`src/design/rpfd_pkg.sv`:
```
// Package for the RTS pulse frame decoder.
// Holds the beat types, register and status codes and frame constants.
// Has no dependencies of its own.
package rpfd_pkg;

  localparam int FRAME_BYTES        = 7;
  localparam int FRAME_BITS         = FRAME_BYTES * 8;
  localparam int BIT_CNT_W          = $clog2(FRAME_BITS + 1);
  localparam int SYNC_CNT_W         = 4;
  localparam int SYNC_PULSES_NEEDED = 4;
  localparam int QUEUE_DEPTH_DEF    = 2;

  localparam logic [15:0] GLITCH_FLOOR_US = 16'd448;
  localparam logic [3:0]  NIBBLE_MASK     = 4'hF;

  localparam logic [1:0] STATUS_OK       = 2'd0;
  localparam logic [1:0] STATUS_CHECKSUM = 2'd1;
  localparam logic [1:0] STATUS_NO_FRAME = 2'd2;

  localparam logic [2:0] CFG_HW_SYNC_MIN = 3'd0;
  localparam logic [2:0] CFG_HW_SYNC_MAX = 3'd1;
  localparam logic [2:0] CFG_SW_SYNC_MIN = 3'd2;
  localparam logic [2:0] CFG_SW_SYNC_MAX = 3'd3;
  localparam logic [2:0] CFG_HALF_MIN    = 3'd4;
  localparam logic [2:0] CFG_HALF_MAX    = 3'd5;
  localparam logic [2:0] CFG_FULL_MIN    = 3'd6;
  localparam logic [2:0] CFG_FULL_MAX    = 3'd7;

  typedef struct packed {
    logic [15:0] pulse_us;
    logic        last_pulse;
  } in_item_t;

  typedef struct packed {
    logic [1:0]  status;
    logic [23:0] address;
    logic [15:0] rolling_code;
    logic [3:0]  command;
  } out_item_t;

  typedef struct packed {
    logic [15:0] hw_sync_min;
    logic [15:0] hw_sync_max;
    logic [15:0] sw_sync_min;
    logic [15:0] sw_sync_max;
    logic [15:0] half_min;
    logic [15:0] half_max;
    logic [15:0] full_min;
    logic [15:0] full_max;
  } cfg_t;

  typedef struct packed {
    logic                  no_frame;
    logic [FRAME_BITS-1:0] bits;
  } event_t;

endpackage

```
`src/design/rts_pulse_frame_decoder.sv`:
```
// Top level of the RTS pulse frame decoder.
// Instantiates rpfd_front, rpfd_queue and rpfd_back; depends on rpfd_pkg.
//
// Each input beat carries one pulse duration in microseconds and a flag for
// the last pulse of a capture. The front end takes one beat per cycle while
// the queue has room and updates sync counting and bit assembly in that
// same cycle. A completed frame, or a last pulse that ended a capture
// without one, becomes an event in a short queue. The back end decodes one
// event per cycle while the receiver is not stalling, into a registered
// result beat: status, address, rolling code and command. A result passes
// through the queue and then the output register. Sustained rate is one
// pulse per cycle while the queue has room, set by the front end update.
// While the receiver stalls, the output register holds its beat and the
// queue absorbs further events; in_ready drops only when the queue is full.
// The configuration port is always ready and writes one 16-bit window bound
// per beat. Reset restores the default windows and clears all decode state.
module rts_pulse_frame_decoder
  import rpfd_pkg::*;
#(
  parameter int QUEUE_DEPTH = QUEUE_DEPTH_DEF
) (
  input  logic      clk,
  input  logic      rst_n,
  input  logic      in_valid,
  output logic      in_ready,
  input  in_item_t  in_data,
  output logic      out_valid,
  input  logic      out_ready,
  output out_item_t out_data,
  input  logic      cfg_valid,
  output logic      cfg_ready,
  input  logic [2:0] cfg_index,
  input  logic [15:0] cfg_data
);

  cfg_t   cfg_r, cfg_nxt;
  logic   in_fire;
  logic   q_full, q_not_empty, q_pop, ev_push;
  event_t ev_data, q_head;

  assign cfg_ready = 1'b1;
  assign in_ready  = !q_full;
  assign in_fire   = in_valid && in_ready;

  always_comb begin
    cfg_nxt = cfg_r;
    if (cfg_valid) begin
      unique case (cfg_index)
        CFG_HW_SYNC_MIN: cfg_nxt.hw_sync_min = cfg_data;
        CFG_HW_SYNC_MAX: cfg_nxt.hw_sync_max = cfg_data;
        CFG_SW_SYNC_MIN: cfg_nxt.sw_sync_min = cfg_data;
        CFG_SW_SYNC_MAX: cfg_nxt.sw_sync_max = cfg_data;
        CFG_HALF_MIN:    cfg_nxt.half_min    = cfg_data;
        CFG_HALF_MAX:    cfg_nxt.half_max    = cfg_data;
        CFG_FULL_MIN:    cfg_nxt.full_min    = cfg_data;
        CFG_FULL_MAX:    cfg_nxt.full_max    = cfg_data;
        default:         cfg_nxt = cfg_r;
      endcase
    end
  end

  always_ff @(posedge clk) begin
    if (!rst_n) begin
      cfg_r.hw_sync_min <= 16'd1792;
      cfg_r.hw_sync_max <= 16'd3328;
      cfg_r.sw_sync_min <= 16'd3395;
      cfg_r.sw_sync_max <= 16'd6305;
      cfg_r.half_min    <= 16'd448;
      cfg_r.half_max    <= 16'd832;
      cfg_r.full_min    <= 16'd896;
      cfg_r.full_max    <= 16'd1664;
    end else begin
      cfg_r <= cfg_nxt;
    end
  end

  rpfd_front u_front (
    .clk       (clk),
    .rst_n     (rst_n),
    .cfg       (cfg_r),
    .item_fire (in_fire),
    .item      (in_data),
    .ev_valid  (ev_push),
    .ev_data   (ev_data)
  );

  rpfd_queue #(
    .DEPTH (QUEUE_DEPTH)
  ) u_queue (
    .clk       (clk),
    .rst_n     (rst_n),
    .push      (ev_push),
    .push_data (ev_data),
    .pop       (q_pop),
    .full      (q_full),
    .not_empty (q_not_empty),
    .head      (q_head)
  );

  rpfd_back u_back (
    .clk       (clk),
    .rst_n     (rst_n),
    .ev_valid  (q_not_empty),
    .ev_data   (q_head),
    .ev_pop    (q_pop),
    .out_valid (out_valid),
    .out_ready (out_ready),
    .out_data  (out_data)
  );

  a_last_pushes: assert property (@(posedge clk) disable iff (!rst_n)
    in_fire && in_data.last_pulse |-> ev_push)
    else $error("Last pulse beat did not queue a result.");

  a_push_has_room: assert property (@(posedge clk) disable iff (!rst_n)
    ev_push |-> !q_full || q_pop)
    else $error("Event pushed into a full queue.");

  a_pop_loads_out: assert property (@(posedge clk) disable iff (!rst_n)
    q_pop |=> out_valid)
    else $error("Popped event did not reach the output register.");

  a_fields_zero: assert property (@(posedge clk) disable iff (!rst_n)
    out_valid && (out_data.status != STATUS_OK) |->
      (out_data.address == '0) && (out_data.rolling_code == '0) &&
      (out_data.command == '0) && (out_data.status != 2'd3))
    else $error("Result fields not zero for a failed frame.");

endmodule

```
`src/design/rpfd_front.sv`:
```
// Front end of the RTS pulse frame decoder: classifies pulses against the
// configured windows, tracks sync and bit assembly, and emits frame events.
// Depends on rpfd_pkg.
module rpfd_front
  import rpfd_pkg::*;
(
  input  logic     clk,
  input  logic     rst_n,
  input  cfg_t     cfg,
  input  logic     item_fire,
  input  in_item_t item,
  output logic     ev_valid,
  output event_t   ev_data
);

  logic [SYNC_CNT_W-1:0] sync_cnt_r, sync_cnt_nxt;
  logic                  recv_r, recv_nxt;
  logic                  wait_half_r, wait_half_nxt;
  logic                  cur_bit_r, cur_bit_nxt;
  logic [BIT_CNT_W-1:0]  bit_cnt_r, bit_cnt_nxt;
  logic [FRAME_BITS-1:0] bits_r, bits_nxt;

  logic glitch, hw_win, sw_win, half_win, full_win, frame_done;

  assign glitch   = item.pulse_us < GLITCH_FLOOR_US;
  assign hw_win   = (item.pulse_us > cfg.hw_sync_min) && (item.pulse_us < cfg.hw_sync_max);
  assign sw_win   = (item.pulse_us > cfg.sw_sync_min) && (item.pulse_us < cfg.sw_sync_max);
  assign half_win = (item.pulse_us > cfg.half_min) && (item.pulse_us < cfg.half_max);
  assign full_win = (item.pulse_us > cfg.full_min) && (item.pulse_us < cfg.full_max);

  always_comb begin
    sync_cnt_nxt  = sync_cnt_r;
    recv_nxt      = recv_r;
    wait_half_nxt = wait_half_r;
    cur_bit_nxt   = cur_bit_r;
    bit_cnt_nxt   = bit_cnt_r;
    bits_nxt      = bits_r;
    frame_done    = 1'b0;
    ev_valid      = 1'b0;
    ev_data       = '0;
    if (item_fire) begin
      if (!glitch) begin
        if (!recv_r) begin
          if (hw_win) begin
            if (sync_cnt_r != {SYNC_CNT_W{1'b1}}) begin
              sync_cnt_nxt = sync_cnt_r + 1'b1;
            end
          end else if (sw_win && (sync_cnt_r >= SYNC_CNT_W'(SYNC_PULSES_NEEDED))) begin
            recv_nxt      = 1'b1;
            wait_half_nxt = 1'b0;
            bit_cnt_nxt   = '0;
            cur_bit_nxt   = 1'b0;
            bits_nxt      = '0;
          end else begin
            sync_cnt_nxt = '0;
          end
        end else begin
          if (full_win && !wait_half_r) begin
            cur_bit_nxt = ~cur_bit_r;
            bits_nxt    = {bits_r[FRAME_BITS-2:0], ~cur_bit_r};
            bit_cnt_nxt = bit_cnt_r + 1'b1;
          end else if (half_win) begin
            if (wait_half_r) begin
              wait_half_nxt = 1'b0;
              bits_nxt      = {bits_r[FRAME_BITS-2:0], cur_bit_r};
              bit_cnt_nxt   = bit_cnt_r + 1'b1;
            end else begin
              wait_half_nxt = 1'b1;
            end
          end else begin
            recv_nxt     = 1'b0;
            sync_cnt_nxt = '0;
          end
          frame_done = recv_nxt && (bit_cnt_nxt == BIT_CNT_W'(FRAME_BITS));
        end
      end
      if (frame_done || item.last_pulse) begin
        ev_valid         = 1'b1;
        ev_data.no_frame = !frame_done;
        ev_data.bits     = frame_done ? bits_nxt : '0;
        sync_cnt_nxt     = '0;
        recv_nxt         = 1'b0;
        wait_half_nxt    = 1'b0;
        cur_bit_nxt      = 1'b0;
        bit_cnt_nxt      = '0;
        bits_nxt         = '0;
      end
    end
  end

  always_ff @(posedge clk) begin
    if (!rst_n) begin
      sync_cnt_r  <= '0;
      recv_r      <= 1'b0;
      wait_half_r <= 1'b0;
      cur_bit_r   <= 1'b0;
      bit_cnt_r   <= '0;
      bits_r      <= '0;
    end else begin
      sync_cnt_r  <= sync_cnt_nxt;
      recv_r      <= recv_nxt;
      wait_half_r <= wait_half_nxt;
      cur_bit_r   <= cur_bit_nxt;
      bit_cnt_r   <= bit_cnt_nxt;
      bits_r      <= bits_nxt;
    end
  end

endmodule

```
`src/design/rpfd_queue.sv`:
```
// Short event queue between the front end and the frame decoder.
// Stores event_t beats in a circular buffer; depends on rpfd_pkg.
module rpfd_queue
  import rpfd_pkg::*;
#(
  parameter int DEPTH = QUEUE_DEPTH_DEF
) (
  input  logic   clk,
  input  logic   rst_n,
  input  logic   push,
  input  event_t push_data,
  input  logic   pop,
  output logic   full,
  output logic   not_empty,
  output event_t head
);

  localparam int PTR_W = (DEPTH > 1) ? $clog2(DEPTH) : 1;
  localparam int CNT_W = $clog2(DEPTH + 1);

  event_t             mem_r [DEPTH];
  logic [PTR_W-1:0]   wr_ptr_r, wr_ptr_nxt;
  logic [PTR_W-1:0]   rd_ptr_r, rd_ptr_nxt;
  logic [CNT_W-1:0]   count_r, count_nxt;

  assign full      = count_r == CNT_W'(DEPTH);
  assign not_empty = count_r != '0;
  assign head      = mem_r[rd_ptr_r];

  always_comb begin
    wr_ptr_nxt = wr_ptr_r;
    rd_ptr_nxt = rd_ptr_r;
    count_nxt  = count_r;
    if (push) begin
      wr_ptr_nxt = (wr_ptr_r == PTR_W'(DEPTH - 1)) ? '0 : wr_ptr_r + 1'b1;
    end
    if (pop) begin
      rd_ptr_nxt = (rd_ptr_r == PTR_W'(DEPTH - 1)) ? '0 : rd_ptr_r + 1'b1;
    end
    if (push && !pop) begin
      count_nxt = count_r + 1'b1;
    end else if (pop && !push) begin
      count_nxt = count_r - 1'b1;
    end
  end

  always_ff @(posedge clk) begin
    if (!rst_n) begin
      wr_ptr_r <= '0;
      rd_ptr_r <= '0;
      count_r  <= '0;
    end else begin
      wr_ptr_r <= wr_ptr_nxt;
      rd_ptr_r <= rd_ptr_nxt;
      count_r  <= count_nxt;
    end
  end

  always_ff @(posedge clk) begin
    if (push) begin
      mem_r[wr_ptr_r] <= push_data;
    end
  end

endmodule

```
`src/design/rpfd_back.sv`:
```
// Back end of the RTS pulse frame decoder: de-obfuscates a frame, checks the
// nibble checksum and holds the result beat for the output channel.
// Depends on rpfd_pkg.
module rpfd_back
  import rpfd_pkg::*;
(
  input  logic      clk,
  input  logic      rst_n,
  input  logic      ev_valid,
  input  event_t    ev_data,
  output logic      ev_pop,
  output logic      out_valid,
  input  logic      out_ready,
  output out_item_t out_data
);

  logic [7:0] raw [FRAME_BYTES];
  logic [7:0] dec [FRAME_BYTES];
  logic [3:0] csum;
  out_item_t  result;
  logic       out_valid_r, out_valid_nxt;
  out_item_t  out_data_r;

  always_comb begin
    for (int i = 0; i < FRAME_BYTES; i++) begin
      raw[i] = ev_data.bits[8 * (FRAME_BYTES - 1 - i) +: 8];
    end
    dec[0] = raw[0];
    for (int i = 1; i < FRAME_BYTES; i++) begin
      dec[i] = raw[i] ^ raw[i - 1];
    end
    csum = '0;
    for (int i = 0; i < FRAME_BYTES; i++) begin
      csum = csum ^ dec[i][7:4] ^ dec[i][3:0];
    end
    result = '0;
    if (ev_data.no_frame) begin
      result.status = STATUS_NO_FRAME;
    end else if ((csum & NIBBLE_MASK) != '0) begin
      result.status = STATUS_CHECKSUM;
    end else begin
      result.status       = STATUS_OK;
      result.address      = {dec[4], dec[5], dec[6]};
      result.rolling_code = {dec[2], dec[3]};
      result.command      = dec[1][7:4];
    end
  end

  assign ev_pop        = ev_valid && (!out_valid_r || out_ready);
  assign out_valid_nxt = ev_pop || (out_valid_r && !out_ready);
  assign out_valid     = out_valid_r;
  assign out_data      = out_data_r;

  always_ff @(posedge clk) begin
    if (!rst_n) begin
      out_valid_r <= 1'b0;
    end else begin
      out_valid_r <= out_valid_nxt;
    end
  end

  always_ff @(posedge clk) begin
    if (ev_pop) begin
      out_data_r <= result;
    end
  end

endmodule
```
`config.mk`:
```
export PLATFORM = sky130hd
export DESIGN_NAME = rts_pulse_frame_decoder
export DESIGN_NICKNAME = d
export VERILOG_FILES = /design/src/design/rpfd_pkg.sv /design/src/design/rts_pulse_frame_decoder.sv /design/src/design/rpfd_front.sv /design/src/design/rpfd_queue.sv /design/src/design/rpfd_back.sv
export SDC_FILE = /design/constraint.sdc
export NUM_CORES = 1
export LEC_CHECK = 0
export ABC_AREA = 1
export BUFFER_PORTS_ARGS = -buffer_cell sky130_fd_sc_hd__buf_4
export CAP_MARGIN = 20
export CORE_MARGIN = 2
export CORE_UTILIZATION = 30
export CTS_CLUSTER_DIAMETER = 120
export DETAILED_ROUTE_END_ITERATION = 6
export PLACE_DENSITY = 0.56
export SETUP_SLACK_MARGIN = 0.2
export SYNTH_ARGS = -nofsm -noshare
export SYNTH_HDL_FRONTEND = slang
export SYNTH_SLANG_ARGS = --single-unit
```
`constraint.sdc`:
```
create_clock -name clk -period 6.55 [get_ports clk]
set_input_delay 0 -clock clk [delete_from_list [all_inputs] [get_ports clk]]
set_output_delay 0 -clock clk [all_outputs]
set_load 0.01 [all_outputs]
```
# Word level (Yosys, flattened, before mapping)
# Memories as Yosys holds them, arrays and structs flattened. A register that Yosys moved wholly into a read port is not among the register bits.
# Cells that the tools add are included.
# word_totals
output_inout_bits,49
memories,1
in_bits,41
register_bits,248
latch_bits,0
mem_bits_ro,0
ram_bits,114
# mem_list
name,depth,width,rd,rd_clocked_by_memory_dff,write_ports,line_no,rtl
u_queue.mem_r,2,57,1,1,1,rpfd_queue.sv:21,event_t mem_r [DEPTH];
# classes
n_lt_le_gt_ge,10
n_div,0
n_addsub,6
eq_ne,18
muxes,66
bitwise,20
reduce_logical,41
n_mul,0
n_shift,0
# op_table
operator,count
2-to-1 mux 56 bit,9
2-to-1 mux 57 bit,2
2-to-1 mux 6 bit,11
greater-than comparator 16 bit,4
< comparator 16 bit,4
bitwise XOR 4 bit,13
bitwise XOR 8 bit,6
2-to-1 mux 1 bit,34
2-to-1 mux 4 bit,8
AND reduction 2 bit,9
< comparator 16 x 9 -> 1 bit (second input constant),1
equality test 3 bit (second input constant),4
logical AND 1 bit,12
inequality test 3 bit (second input constant),4
AND reduction 6 bit,2
zero test 1 bit,7
adder 6 x 1 -> 6 bit (second input constant),1
equality test 3 x 2 -> 1 bit (second input constant),2
equality test 6 bit (second input constant),1
AND reduction 5 bit,1
adder 4 x 1 -> 4 bit (second input constant),1
>= comparator 4 x 3 -> 1 bit (second input constant),1
2-to-1 mux 2 bit,2
inequality test 4 x 2 -> 1 bit (second input constant),1
17 further kinds,21

# Longest topological paths before layout
# Gate-level depths: netlist of run 1.
# logic_depth
ltp_word,19
depth_mapped,26
mapped_depth_nobuf,26

# Cells and area by module
# Synthesis of run 1 repeated with hierarchy kept, for this count alone.
# hier_totals
hier_cells,2329
area_unflattened_um2,19637.6
# by_module_without_submodules
mod,instances,cells_per_inst,area_per_inst_um2
rpfd_front,1,1245,8062.7
rts_pulse_frame_decoder,1,704,4953.5
rpfd_queue,1,212,4460.5
rpfd_back,1,168,2160.8

# Least setup slack after synthesis of run 1
# No wires, ideal clock.
# synth_path
path_type,flip-flop to flip-flop
from,register cfg_r[47] (netlist name)
to,"memory u_queue.mem_r[1][0] (netlist name), enable pin"
path_buffers,0
synth_period_minus_slack_ns,4.698
path_slack_ns,1.852
stages_incl_launch_ff,17
t_arrival_ns,4.233
cell_sequence,dfxtp_1 -> inv_1 -> ha_1 -> a21oi_1 -> o21a_1 -> nand2_1 -> nor2_2 -> nand4_2 -> nand2_2 -> nand2_1 -> nand2_1 -> nand2_1 -> nor2_2 -> nand3_4 -> nand2_4 -> nand2_4 -> nor2_1
# synth_via
elab_chain_cells,17
word_cells_on_any_way,22
# synth_rtl
item,line_no,rtl
start: declaration,rts_pulse_frame_decoder.sv:36,"cfg_t cfg_r, cfg_nxt;"
start signal: assignment,rts_pulse_frame_decoder.sv:73,cfg_r <= cfg_nxt;
< comparator 16 bit *,rpfd_front.sv:28,assign half_win = (item.pulse_us > cfg.half_min) && (item.pulse_us < cfg.half_max);
logical AND 1 bit *,rpfd_front.sv:28,
2-to-1 mux 6 bit,rpfd_front.sv:62,end else if (half_win) begin
2-to-1 mux 6 bit,rpfd_front.sv:58,if (full_win && !wait_half_r) begin
2-to-1 mux 6 bit,rpfd_front.sv:43,if (!recv_r) begin
2-to-1 mux 6 bit,rpfd_front.sv:42,if (!glitch) begin
2-to-1 mux 6 bit,rpfd_front.sv:41,if (item_fire) begin
equality test 6 bit,rpfd_front.sv:74,frame_done = recv_nxt && (bit_cnt_nxt == BIT_CNT_W'(FRAME_BITS));
logical AND 1 bit *,rpfd_front.sv:74,
2-to-1 mux 1 bit *,rpfd_front.sv:43,
2-to-1 mux 1 bit *,rpfd_front.sv:42,
2-to-1 mux 1 bit *,rpfd_front.sv:41,
logical OR 1 bit *,rpfd_front.sv:77,if (frame_done || item.last_pulse) begin
2-to-1 mux 1 bit *,rpfd_front.sv:77,
2-to-1 mux 1 bit *,rpfd_front.sv:41,
2-to-1 mux 1 bit *,rpfd_queue.sv:60,if (push) begin
2-to-1 mux 1 bit (not written as such) *,rpfd_queue.sv:61,mem_r[wr_ptr_r] <= push_data;
end: declaration,rpfd_queue.sv:21,
# Mark *: on every way between the ends. The rest lies on a longest branch, timed or not. The select of a mux whose other input is x is not followed.

# Worst setup path after layout of run 1
# layout_path
from,register cfg_r[43] (netlist name)
to,"memory u_queue.mem_r[1][33] (netlist name), enable pin"
# The elaborated chain is that of the path after synthesis.

==> results of run 1 <==
[through the flow]
stage	area, um^2	cells	worst slack (ns)	utilization (%)	power [mW]
floorplan	18200	2141	1.85	-	3.54
global placement	19500	2930	2.54	32.5	4.01
detailed placement	19500	2930	2.46	32.5	4.04
CTS	21200	3037	2.43	35.2	6.39
global route	21200	3037	2.10	35.2	6.62
finish	21200	3037	2.48	35.2	6.31
[routing by layer]
layer	global-route usage, %	routed length [um]
met5	0	0
met4	5.42	1330
met3	2.37	2200
met2	25.6	22000
met1	19.4	21800
[layout by cell type (no fill, tap or decap), types with 44 or more instances in the layout]
cell type | Yosys | routed
nand2_1 | 406 | 405
clkbuf_16 | 0 | 44
ha_1 | 127 | 127
inv_1 | 287 | 286
o21ai_0 | 163 | 163
a21oi_1 | 316 | 316
buf_4 | 7 | 102
o211ai_1 | 53 | 53
nor2_1 | 129 | 127
edfxtp_1 | 152 | 152
dfxtp_1 | 203 | 202
[kinds of logic after synthesis]
kind of cell               share of synthesized area [%]
other                                             0.0206
adders and majority gates                           8.75
muxes                                               3.01
buffers and inverters                               8.29
DFF                                                 47.5
and+or+nand+nor                                     14.1
AOI/OAI and AO/OA                                   16.3
xor gates and xnor gates                            1.98
[power groups by stage]
| stage | combinational, mW | sequential, mW | clock (mW) |
|---|---|---|---|
| final | 1.36 | 2.63 | 2.32 |
| after global routing | 1.51 | 2.65 | 2.46 |
| after CTS | 1.38 | 2.63 | 2.38 |
| after detailed placement | 1.36 | 2.68 | 0 |
| after global placement | 1.34 | 2.67 | 0 |
| after floorplan | 0.812 | 2.73 | 0 |
[timing repair]
item / CTS / global route
hold buffers: 28 / 0
hold endpoints to repair: 134 / 0
buffers inserted: 0 / 0
[final timing paths]
check,from,to,slack (ns),depth (start not counted)
min,in_valid,u_front.bits_r[11]$_SDFFE_PN0P_,0.15,5
max,cfg_r[43]$_SDFFE_PN0P_,u_queue.mem_r[1][33]$_DFFE_PP_,2.48,18
max reg2reg,cfg_r[43]$_SDFFE_PN0P_,u_queue.mem_r[1][33]$_DFFE_PP_,2.48,18
min reg2reg,u_queue.rd_ptr_r$_SDFFE_PN0P_,flip-flop,0.45,1
[state kept, by name, indices dropped and copies added (netlist names), named ones only]
register,flops
u_front.wait_half_r,1
u_front.bit_cnt_r,6
u_front.cur_bit_r,1
u_queue.mem_r,106
cfg_r,128
u_queue.wr_ptr_r,1
u_back.out_valid,1
u_queue.count_r,2
u_front.bits_r,56
u_front.recv_r,1
u_back.out_data,46
u_queue.rd_ptr_r,1
u_front.sync_cnt_r,4
[worst max-delay path: stages, from the launching register on]
cell and delay (ns):
dfxtp_1 0.30, inv_1 0.05, ha_1 0.29, a21oi_1 0.16
o21ai_1 0.09, nand2_1 0.06, nand2_1 0.07, nor2_2 0.20
nand4_2 0.25, nand2_4 0.27, nand2_1 0.11, nand2_1 0.07
nand2_1 0.06, nor2_2 0.14, nand3_4 0.12, nand2_4 0.14
nand2_4 0.11, nor2_4 0.57, buf_4 0.61
[area by class of cell]
class                           instances  area, um^2
Inverter                              292        1100
Clock buffer                           63        1240
Fill cell                            6205       38900
Multi-Input combinational cell       1399        8060
Timing Repair Buffer                  130        1050
Tap cell                              782         978
Clock inverter                         16         140
Sequential cell                       355        8630
==> summary.md, run 1 <==
| Metric | Value |
|---|---|
| Final Cycle Share | 62.2% |
| Starting Density | 30.2% |
| Vias | 14.5k |
| Post-synth ARST share | 0% |
| N_diodes | 0 |
| VDD IR-drop max | 239 uV |
| Worst slew pin tran | 1.00 ns |
| Final min period | 4.07 ns |
| Die H | 250 um |
| Dominant cell by count in the synthesized netlist | nand2_1 |
| CP required | 6.75 ns |
| Post-DRT Antenna Nets | 0 |
| Largest net degree at the start of global routing | 102 |
| Clock share of power | 36.8% |
| RePlAce Congestion | 0.795 |
| Sw Pwr | 1.89 mW |
| Final wirelength | 47300 um |
| Die Wd | 250 um |
| Synth cell types | 50 |
| Vias per std cell | 4.77 |
| Outcome | finished clean |
| Logic pwr share | 21.5% |
| Top Ports | 90 |
| Sw frac | 29.9% |
| YS warnings | 0 |
| Setup CP Type | reg -> reg |
| Seq/Total Area, Yosys | 47.5% |
| Sequential Power Share | 41.6% |
| Routed len/inst | 15.6 um |
| Syn nets | 2309 |
| Antenna violations before repair | 1 |
| CTS H-tree depth | 2 |
| # rows | 90 |
| Worst Hold Class | in -> reg |
| Total internal power | 4.43 mW |
| Number of synthesized flops with an enable pin | 152 |
| Worst slew margin | 32.7% |
| Clk buf depth | 3 |
| Setup crit start kind | flip-flop |
| Share of the synthesized area in the top cell type | 25.1% |
| RSZ-0062 raised after global routing | false |
| CTS Buf Count | 43 |
| Clock slew at reported path FFs | 0.06 ns |
| Layout cells sized above 1 | 10.1% |
| Worst EP arrival | 4.27 ns |
| Core Footprint | 0.0601 mm^2 |
| Primary FF master, synth | dfxtp_1 |
| Nets | 2389 |
| Avg Inst Size Synth | 8.48 um^2 |
| Initial DRC Count | 817 |
| Vias in the first global route | 14.4k |
| Highest clock rate | 0.246 GHz |
| Tot GR Track Use | 15.1% |
| GRT overflow | 0 |
| Die ar. | 0.0625 mm^2 |
| Clock Skew | 0.0470 ns |
| Fin Hold WS | 0.147 ns |
| Area grow syn2layout | 16.7% |
| Setup Total Neg Slack | 0 ns |
| Power density cells | 298 mW/mm^2 |
| FF+latch count, synth | 355 |
| Final HPWL DP | 30000 um |
| DRT Pass-1 Iters | 5 |
| Clk sink count | 355 |
| # resized after CTS | 0 |
| Worst-Skew Late Latency | 0.59 ns |
| Most frequent cells after synthesis | nand2_1, a21oi_1, inv_1 |
| Critical Path Sink Type | flip-flop |
| Post-synth top area cell | edfxtp_1 |
| CTS tree | yes |
| Top cells by area, synth | edfxtp_1, dfxtp_1, ha_1 |
| Final Setup Violations | 0 |
| Max Slew Vio Count | 0 |
| Max cap viols | 0 |
| Root Driver | clkbuf_16 |
| # DRC | 0 |
| First-pass GRT wire length | 75800 um |
| Static leakage | 8.59 nW |
| Syn Inst Count | 2141 |
| Synth Cell Area | 0.0182 mm^2 |
| Crit-path max FO | 35 |
| Final Hold Vio Count | 0 |
| Number of port buffers | 88 |
(Power assumes the default switching activity.)
==> run 2, diff against run 1 <==
PLACE_DENSITY = 0.57   (was 0.56)
clock period = 3.5 ns   (was 6.55 ns; I/O delays follow)
==> run 2 against run 1 <==
  * Sequential power increased by 89%
  * Non-clock buffer count up 30
  * Count of clock-buffer cells in the layout fell by 6
  * Clock skew rose by 0.010 ns
  * Power increased by 92%
  * First-iteration DRC count rose by 18%
  * Die area is the same
  * Final cell count increased by 1.0%
  * Critical path depth increased by 6
  * Critical path type unchanged
  * Critical endpoint is now u_queue.count_r[1]$_SDFFE_PN0P_
  * Largest cell class unchanged
  * Highest routed layer unchanged
==> summary.md, run 2 (same netlist as run 1, synthesis figures left out) <==
| Metric | Value |
|---|---|
| Final Cycle Share | 90.2% (was 62.2%) |
| DRT Pass-1 Iters | 5 (unchanged) |
| Commonest non-fill, non-tap cell in the layout | nand2_1 (unchanged) |
| Worst EP arrival | 3.63 ns (was 4.27 ns) |
| Layout cells sized above 1 | 12.4% (was 10.1%) |
| N_diodes | 0 (unchanged) |
| # rows | 90 (unchanged) |
| Clock slew at reported path FFs | 0.06 ns (about the same) |
| First-pass GRT wire length | 74600 um (was 75800 um) |
| RePlAce Congestion | 0.834 (was 0.795) |
| Antenna violations before repair | 0 (was 1) |
| Worst path max stage delay | 0.31 ns (was 0.61 ns) |
| Outcome | finished clean (unchanged) |
| Final setup margin | 0.343 ns (was 2.48 ns) |
| Vias in the first global route | 14.1k (was 14.4k) |
| Worst slew margin | 29.2% (was 32.7%) |
| CP required | 3.97 ns (was 6.75 ns) |
| VDD IR-drop max | 320 uV (was 239 uV) |
| Clock Skew | 0.0573 ns (was 0.0470 ns) |
| Starting Density | 30.2% (unchanged) |
| Core Util, Final | 36.3% (was 35.2%) |
| Total Power | 12.1 mW (was 6.31 mW) |
| Final wirelength | 48100 um (was 47300 um) |
| Root Driver | clkbuf_16 (unchanged) |
| Commonest non-fill, non-tap cells in the layout | nand2_1, a21oi_1, inv_1, dfxtp_1, edfxtp_1 (was nand2_1, a21oi_1, inv_1, dfxtp_1, o21ai_0) |
| Biggest register | cfg_r (unchanged) |
| CP cell instances | inv_1 > ha_4 > nand2_1 > nor2_2 > nand4_1 > inv_2 > nand2_1 > nand2_2 > nand4_4 > nand2_4 > nand2_2 > nand2_2 > nand2_2 > nor2_4 > nand3_4 > nand2_8 > buf_6 > nand2_8 > inv_2 > ha_1 > a21oi_2 > o21ai_1 > o21ai_1 > a21oi_1 (was inv_1 > ha_1 > a21oi_1 > o21ai_1 > nand2_1 > nand2_1 > nor2_2 > nand4_2 > nand2_4 > nand2_1 > nand2_1 > nand2_1 > nor2_2 > nand3_4 > nand2_4 > nand2_4 > nor2_4 > buf_4) |
| Critical Path Sink Type | flip-flop (unchanged) |
| Setup CP Type | reg -> reg (unchanged) |
| Vias per std cell | 4.77 (about the same) |
| Largest net degree at the start of global routing | 100 (was 102) |
| Area grow syn2layout | 20.2% (was 16.7%) |
| Routed len/inst | 15.7 um (was 15.6 um) |
| Place WS | 0.0578 ns (was 2.46 ns) |
| Die ar. | 0.0625 mm^2 (unchanged) |
| Tot GR Track Use | 14.8% (was 15.1%) |
| CTS H-tree depth | 2 (unchanged) |
| WHS Path Cells | 4 (was 5) |
| Vias | 14.6k (was 14.5k) |
| Clk buf depth | 3 (unchanged) |
| Post-DRT Antenna Nets | 0 (unchanged) |
| Worst slew pin tran | 1.06 ns (was 1.00 ns) |
| Crit-path max FO | 5 (was 35) |
| Final Hold Vio Count | 0 (unchanged) |
| Core Footprint | 0.0601 mm^2 (unchanged) |
| Final min period | 3.16 ns (was 4.07 ns) |
| Number of port buffers | 88 (unchanged) |
| Largest register FFs | 128 (unchanged) |
| Die Wd | 250 um (unchanged) |
| Most used cell, CP | nand2_2 (was nand2_1) |
| CTS tree | yes (unchanged) |
| Initial DRC Count | 966 (was 817) |
| Worst Hold Class | in -> reg (unchanged) |
| # DRC | 0 (unchanged) |
| GRT overflow | 0 (unchanged) |
| Crit path max-delay cell type | dfxtp_1 (was buf_4) |
| Nets | 2420 (was 2389) |
| Final Setup Violations | 0 (unchanged) |
| Biggest regs | cfg_r x128, u_queue.mem_r x106, u_front.bits_r x56 (unchanged) |
| Final HPWL DP | 30300 um (was 30000 um) |
| Die H | 250 um (unchanged) |
| Max cap viols | 0 (unchanged) |
| Clk sink count | 355 (unchanged) |
| Worst-Skew Late Latency | 0.59 ns (about the same) |
| Setup crit start kind | flip-flop (unchanged) |
| Top Ports | 90 (unchanged) |
| Static leakage | 8.82 nW (was 8.59 nW) |
| Highest clock rate | 0.317 GHz (was 0.246 GHz) |
| Power density cells | 555 mW/mm^2 (was 298 mW/mm^2) |
| FF-to-FF path depth | 24 (was 18) |
| Max Slew Vio Count | 0 (unchanged) |
| Fin Hold WS | 0.0387 ns (was 0.147 ns) |
| Setup Total Neg Slack | 0 ns (unchanged) |
| CTS Buf Count | 42 (was 43) |
| RSZ-0062 raised after global routing | true (was false) |
-- run 2: cell types whose count changed in the layout (fill, tap and decap cells not counted), moves of 4 or more --
cell,previous run,this run
o21ai_0,163,147
o21ai_1,5,19
buf_4,102,112
buf_12,0,8
buf_6,0,5
nand2_1,405,400
nand2_2,3,8
clkbuf_16,44,48
inv_2,3,7
nor2_1,127,123
nor2_4,3,7
-- run 2: power breakdown --
part           switching (mW)  leakage, nW  total (mW)  internal, mW
logic                    1.58         5.04        2.61          1.03
clock network            1.86        0.703        4.54          2.67
registers               0.169         3.08        4.97          4.80
-- run 2: cell type report --
cell class                      count  area (um^2)
Clock buffer                       57         1170
Clock inverter                     21          272
Fill cell                        6125        38300
Inverter                          292         1100
Multi-Input combinational cell   1401         8190
Sequential cell                   355         8630
Tap cell                          782          978
Timing Repair Buffer              160         1500
-- run 2: what timing repair did --
action,4_1_cts,5_1_grt
gates resized for setup,3,51
buffers inserted,0,10
pin swaps,1,9
hold buffers,28,0
endpoints found under the setup margin,21,224
gates cloned,1,12
hold endpoints to repair,132,0
-- run 2: routing by layer --
layer / routed length (um) / track usage, % / share of wire, % / vias up
li1: - / - / - / 7387
met1: 21800 / 18.9 / 45 / 6814
met2: 22800 / 25.3 / 47 / 340
met3: 2420 / 2.56 / 5.0 / 86
met4: 1110 / 4.52 / 2.3 / 0
met5: 0 / 0 / 0 / -
-- run 2: final timing paths --
kind	from	to	slack, ns
worst max-delay path	cfg_r[61]$_SDFFE_PN0P_	u_queue.count_r[1]$_SDFFE_PN0P_	0.34
worst min-delay path	cfg_valid	cfg_r[9]$_SDFFE_PN1P_	0.04
worst max register to register	cfg_r[61]$_SDFFE_PN0P_	u_queue.count_r[1]$_SDFFE_PN0P_	0.34
worst min register to register	u_queue.rd_ptr_r$_SDFFE_PN0P_	u_queue.rd_ptr_r$_SDFFE_PN0P_	0.45
-- run 2: critical path, delay by kind of cell (launching register included) --
kind / cells / cell delay, ns
simple gates: 14 / 1.46
compound gates: 4 / 0.40
buf+inv: 4 / 0.35
fa+ha+maj: 2 / 0.52
flops: 1 / 0.31
-- run 2: per-stage QoR --
step | std cells | instance area (um^2)
floorplan | 2141 | 18200
global placement | 2939 | 19600
detailed placement | 2939 | 19600
CTS | 3046 | 21400
global route | 3068 | 21800
finish | 3068 | 21800
==> run 3, diff against run 2 <==
CELL_PAD_IN_SITES_DETAIL_PLACEMENT = 0   (was unset)
CELL_PAD_IN_SITES_GLOBAL_PLACEMENT = 1   (was unset)
PLACE_DENSITY = 0.68   (was 0.57)
==> run 3 against run 2 <==
  * Count of clock-buffer cells in the layout down 2
  * Highest routed layer unchanged
  * Largest power group unchanged
  * Power decreased by 1.1%
  * Clock skew decreased by 0.039 ns
  * Utilization decreased by 0.32 points
  * Die area did not move
  * Critical path depth fell by 10
==> summary.md, run 3 (same netlist as run 1, synthesis figures left out) <==
| Metric | Value |
|---|---|
| Setup CP Type | reg -> reg (unchanged) |
| Worst-Skew Late Latency | 0.58 ns (was 0.59 ns) |
| Final wirelength | 48000 um (was 48100 um) |
| Final setup margin | 0.377 ns (was 0.343 ns) |
| CTS H-tree depth | 2 (unchanged) |
| Post-route insts no fill | 3069 (was 3068) |
| Crit-path max FO | 42 (was 5) |
| RSZ-0062 raised after global routing | false (was true) |
| Vias per std cell | 4.70 (was 4.77) |
| Tot GR Track Use | 15.3% (was 14.8%) |
| Number of port buffers | 88 (unchanged) |
| Max cap viols | 0 (unchanged) |
| GRT overflow | 0 (unchanged) |
| CTS Buf Count | 43 (was 42) |
| Crit path max-delay cell type | a21oi_1 (was dfxtp_1) |
| Outcome | finished clean (unchanged) |
| Final min period | 3.12 ns (was 3.16 ns) |
| Root Driver | clkbuf_16 (unchanged) |
| # rows | 90 (unchanged) |
| WHS Path Cells | 5 (was 4) |
| Commonest non-fill, non-tap cell in the layout | nand2_1 (unchanged) |
| Worst Hold Class | in -> reg (unchanged) |
| CTS tree | yes (unchanged) |
| Layout cells sized above 1 | 11.5% (was 12.4%) |
| N_diodes | 0 (unchanged) |
| Critical Path Sink Type | flip-flop (unchanged) |
| Clock slew at reported path FFs | 0.06 ns (about the same) |
| First-pass GRT wire length | 75900 um (was 74600 um) |
| Clk sink count | 355 (unchanged) |
| DRT Pass-1 Iters | 7 (was 5) |
| Commonest non-fill, non-tap cells in the layout | nand2_1, a21oi_1, inv_1, dfxtp_1, o21ai_0 (was nand2_1, a21oi_1, inv_1, dfxtp_1, edfxtp_1) |
| # DRC | 0 (unchanged) |
| Biggest regs | cfg_r x128, u_queue.mem_r x106, u_front.bits_r x56 (unchanged) |
| VDD IR-drop max | 334 uV (was 320 uV) |
| Worst slew pin tran | 0.980 ns (was 1.06 ns) |
| Max Slew Vio Count | 0 (unchanged) |
| Largest net degree at the start of global routing | 111 (was 100) |
| Core Footprint | 0.0601 mm^2 (unchanged) |
| WP buf/inv | 3 (was 4) |
| Final Cycle Share | 89.2% (was 90.2%) |
| Vias in the first global route | 13.8k (was 14.1k) |
| # fillers | 6170 (was 6125) |
| Area grow syn2layout | 19.2% (was 20.2%) |
| Static leakage | 8.78 nW (was 8.82 nW) |
| Highest clock rate | 0.320 GHz (was 0.317 GHz) |
| Worst path max stage delay | 0.39 ns (was 0.31 ns) |
| Dpl cells | 2954 (was 2939) |
| Setup Total Neg Slack | 0 ns (unchanged) |
| Nets | 2422 (was 2420) |
| Final HPWL DP | 31400 um (was 30300 um) |
| Final Hold Vio Count | 0 (unchanged) |
| Die ar. | 0.0625 mm^2 (unchanged) |
| Biggest register | cfg_r (unchanged) |
| CP cell instances | inv_1 > ha_1 > nand2_1 > o21ai_0 > o211ai_1 > a21oi_1 > nand2_1 > nand3_1 > nand2_1 > nand2_1 > buf_12 > buf_12 > nand2_1 > a21oi_1 (was inv_1 > ha_4 > nand2_1 > nor2_2 > nand4_1 > inv_2 > nand2_1 > nand2_2 > nand4_4 > nand2_4 > nand2_2 > nand2_2 > nand2_2 > nor2_4 > nand3_4 > nand2_8 > buf_6 > nand2_8 > inv_2 > ha_1 > a21oi_2 > o21ai_1 > o21ai_1 > a21oi_1) |
| Final Setup Violations | 0 (unchanged) |
| Die H | 250 um (unchanged) |
| Routed len/inst | 15.7 um (about the same) |
| Initial DRC Count | 727 (was 966) |
| Die Wd | 250 um (unchanged) |
| Clk buf depth | 3 (unchanged) |
| Delay-heaviest family, CP | compound AO/OA/AOI/OAI gates (was simple AND/OR/NAND/NOR gates) |
| Clock Skew | 0.0183 ns (was 0.0573 ns) |
| Crit path depth | 14 (was 24) |
| CP required | 3.86 ns (was 3.97 ns) |
| Antenna violations before repair | 0 (unchanged) |
| Place WS | 0.180 ns (was 0.0578 ns) |
| Vias | 14.4k (was 14.6k) |
| Worst slew margin | 34.2% (was 29.2%) |
| Setup crit start kind | flip-flop (unchanged) |
| Top Ports | 90 (unchanged) |
| Most used cell, CP | nand2_1 (was nand2_2) |
| Starting Density | 30.2% (unchanged) |
| Post-DRT Antenna Nets | 0 (unchanged) |
| Largest register FFs | 128 (unchanged) |
| Worst EP arrival | 3.48 ns (was 3.63 ns) |
| Power density cells | 553 mW/mm^2 (was 555 mW/mm^2) |
| RePlAce Congestion | 0.806 (was 0.834) |
| FF-to-FF path depth | 14 (was 24) |
[run 3: metal layers]
layer	routed length [um]	part of all wire (%)	track usage, %	vias to the layer above
met2	22200	46	25.7	262
met3	2130	4.4	2.68	59
met1	22800	47	20.2	6713
li1	-	-	-	7396
met4	983	2.0	3.97	0
met5	0	0	0	-
[run 3: tightest hold or removal path, cell delays in order]
cell and delay, ns:
buf_4 0.08, nand2_1 0.10, nor2_1 0.14, buf_4 0.17, o211ai_1 0.08
[run 3: per-stage QoR]
step	cell area, um^2	total power, mW	util [%]	hold slack [ns]
finish	21600	12.0	36.0	0.0437
CTS	21500	12.1	35.8	0.00608
global placement	19800	7.53	33.0	0.318
global route	21600	12.6	36.0	0.0565
floorplan	18200	6.63	-	0.126
detailed placement	19800	7.57	33.0	0.335
[run 3: what timing repair did]
item / 4_1_cts / 5_1_grt
cloned: 0 / 0
pin swaps: 2 / 8
hold buffers: 29 / 0
gates resized for setup: 0 / 17
endpoints found under the hold margin: 149 / 0
buffers inserted: 4 / 4
setup endpoints to repair: 66 / 123
[run 3: path summary, 6_finish.rpt]
| path | slack (ns) | from | to |
|---|---|---|---|
| hold reg to reg | 0.46 | cfg_r[5]$_SDFFE_PN0P_ | cfg_r[5]$_SDFFE_PN0P_ |
| setup reg to reg | 0.38 | cfg_r[119]$_SDFFE_PN0P_ | u_queue.mem_r[0][2]$_DFFE_PP_ |
| hold / removal | 0.04 | cfg_valid | cfg_r[23]$_SDFFE_PN1P_ |
| setup / recovery | 0.38 | cfg_r[119]$_SDFFE_PN0P_ | u_queue.mem_r[0][2]$_DFFE_PP_ |
[run 3: area by class of cell]
| class | instances | area [um^2] | area share, % |
|---|---|---|---|
| Clock buffer | 55 | 1130 | 5.23 |
| Clock inverter | 23 | 262 | 1.21 |
| Tap cell | 782 | 978 | 4.52 |
| Inverter | 292 | 1100 | 5.06 |
| Multi-Input combinational cell | 1399 | 8130 | 37.5 |
| Timing Repair Buffer | 163 | 1420 | 6.57 |
| Sequential cell | 355 | 8630 | 39.9 |
[run 3: power breakdown]
group / internal [mW] / switching (mW) / leakage [nW]
combinational: 1.01 / 1.56 / 5.02
clock: 2.61 / 1.85 / 0.673
sequential: 4.79 / 0.151 / 3.08
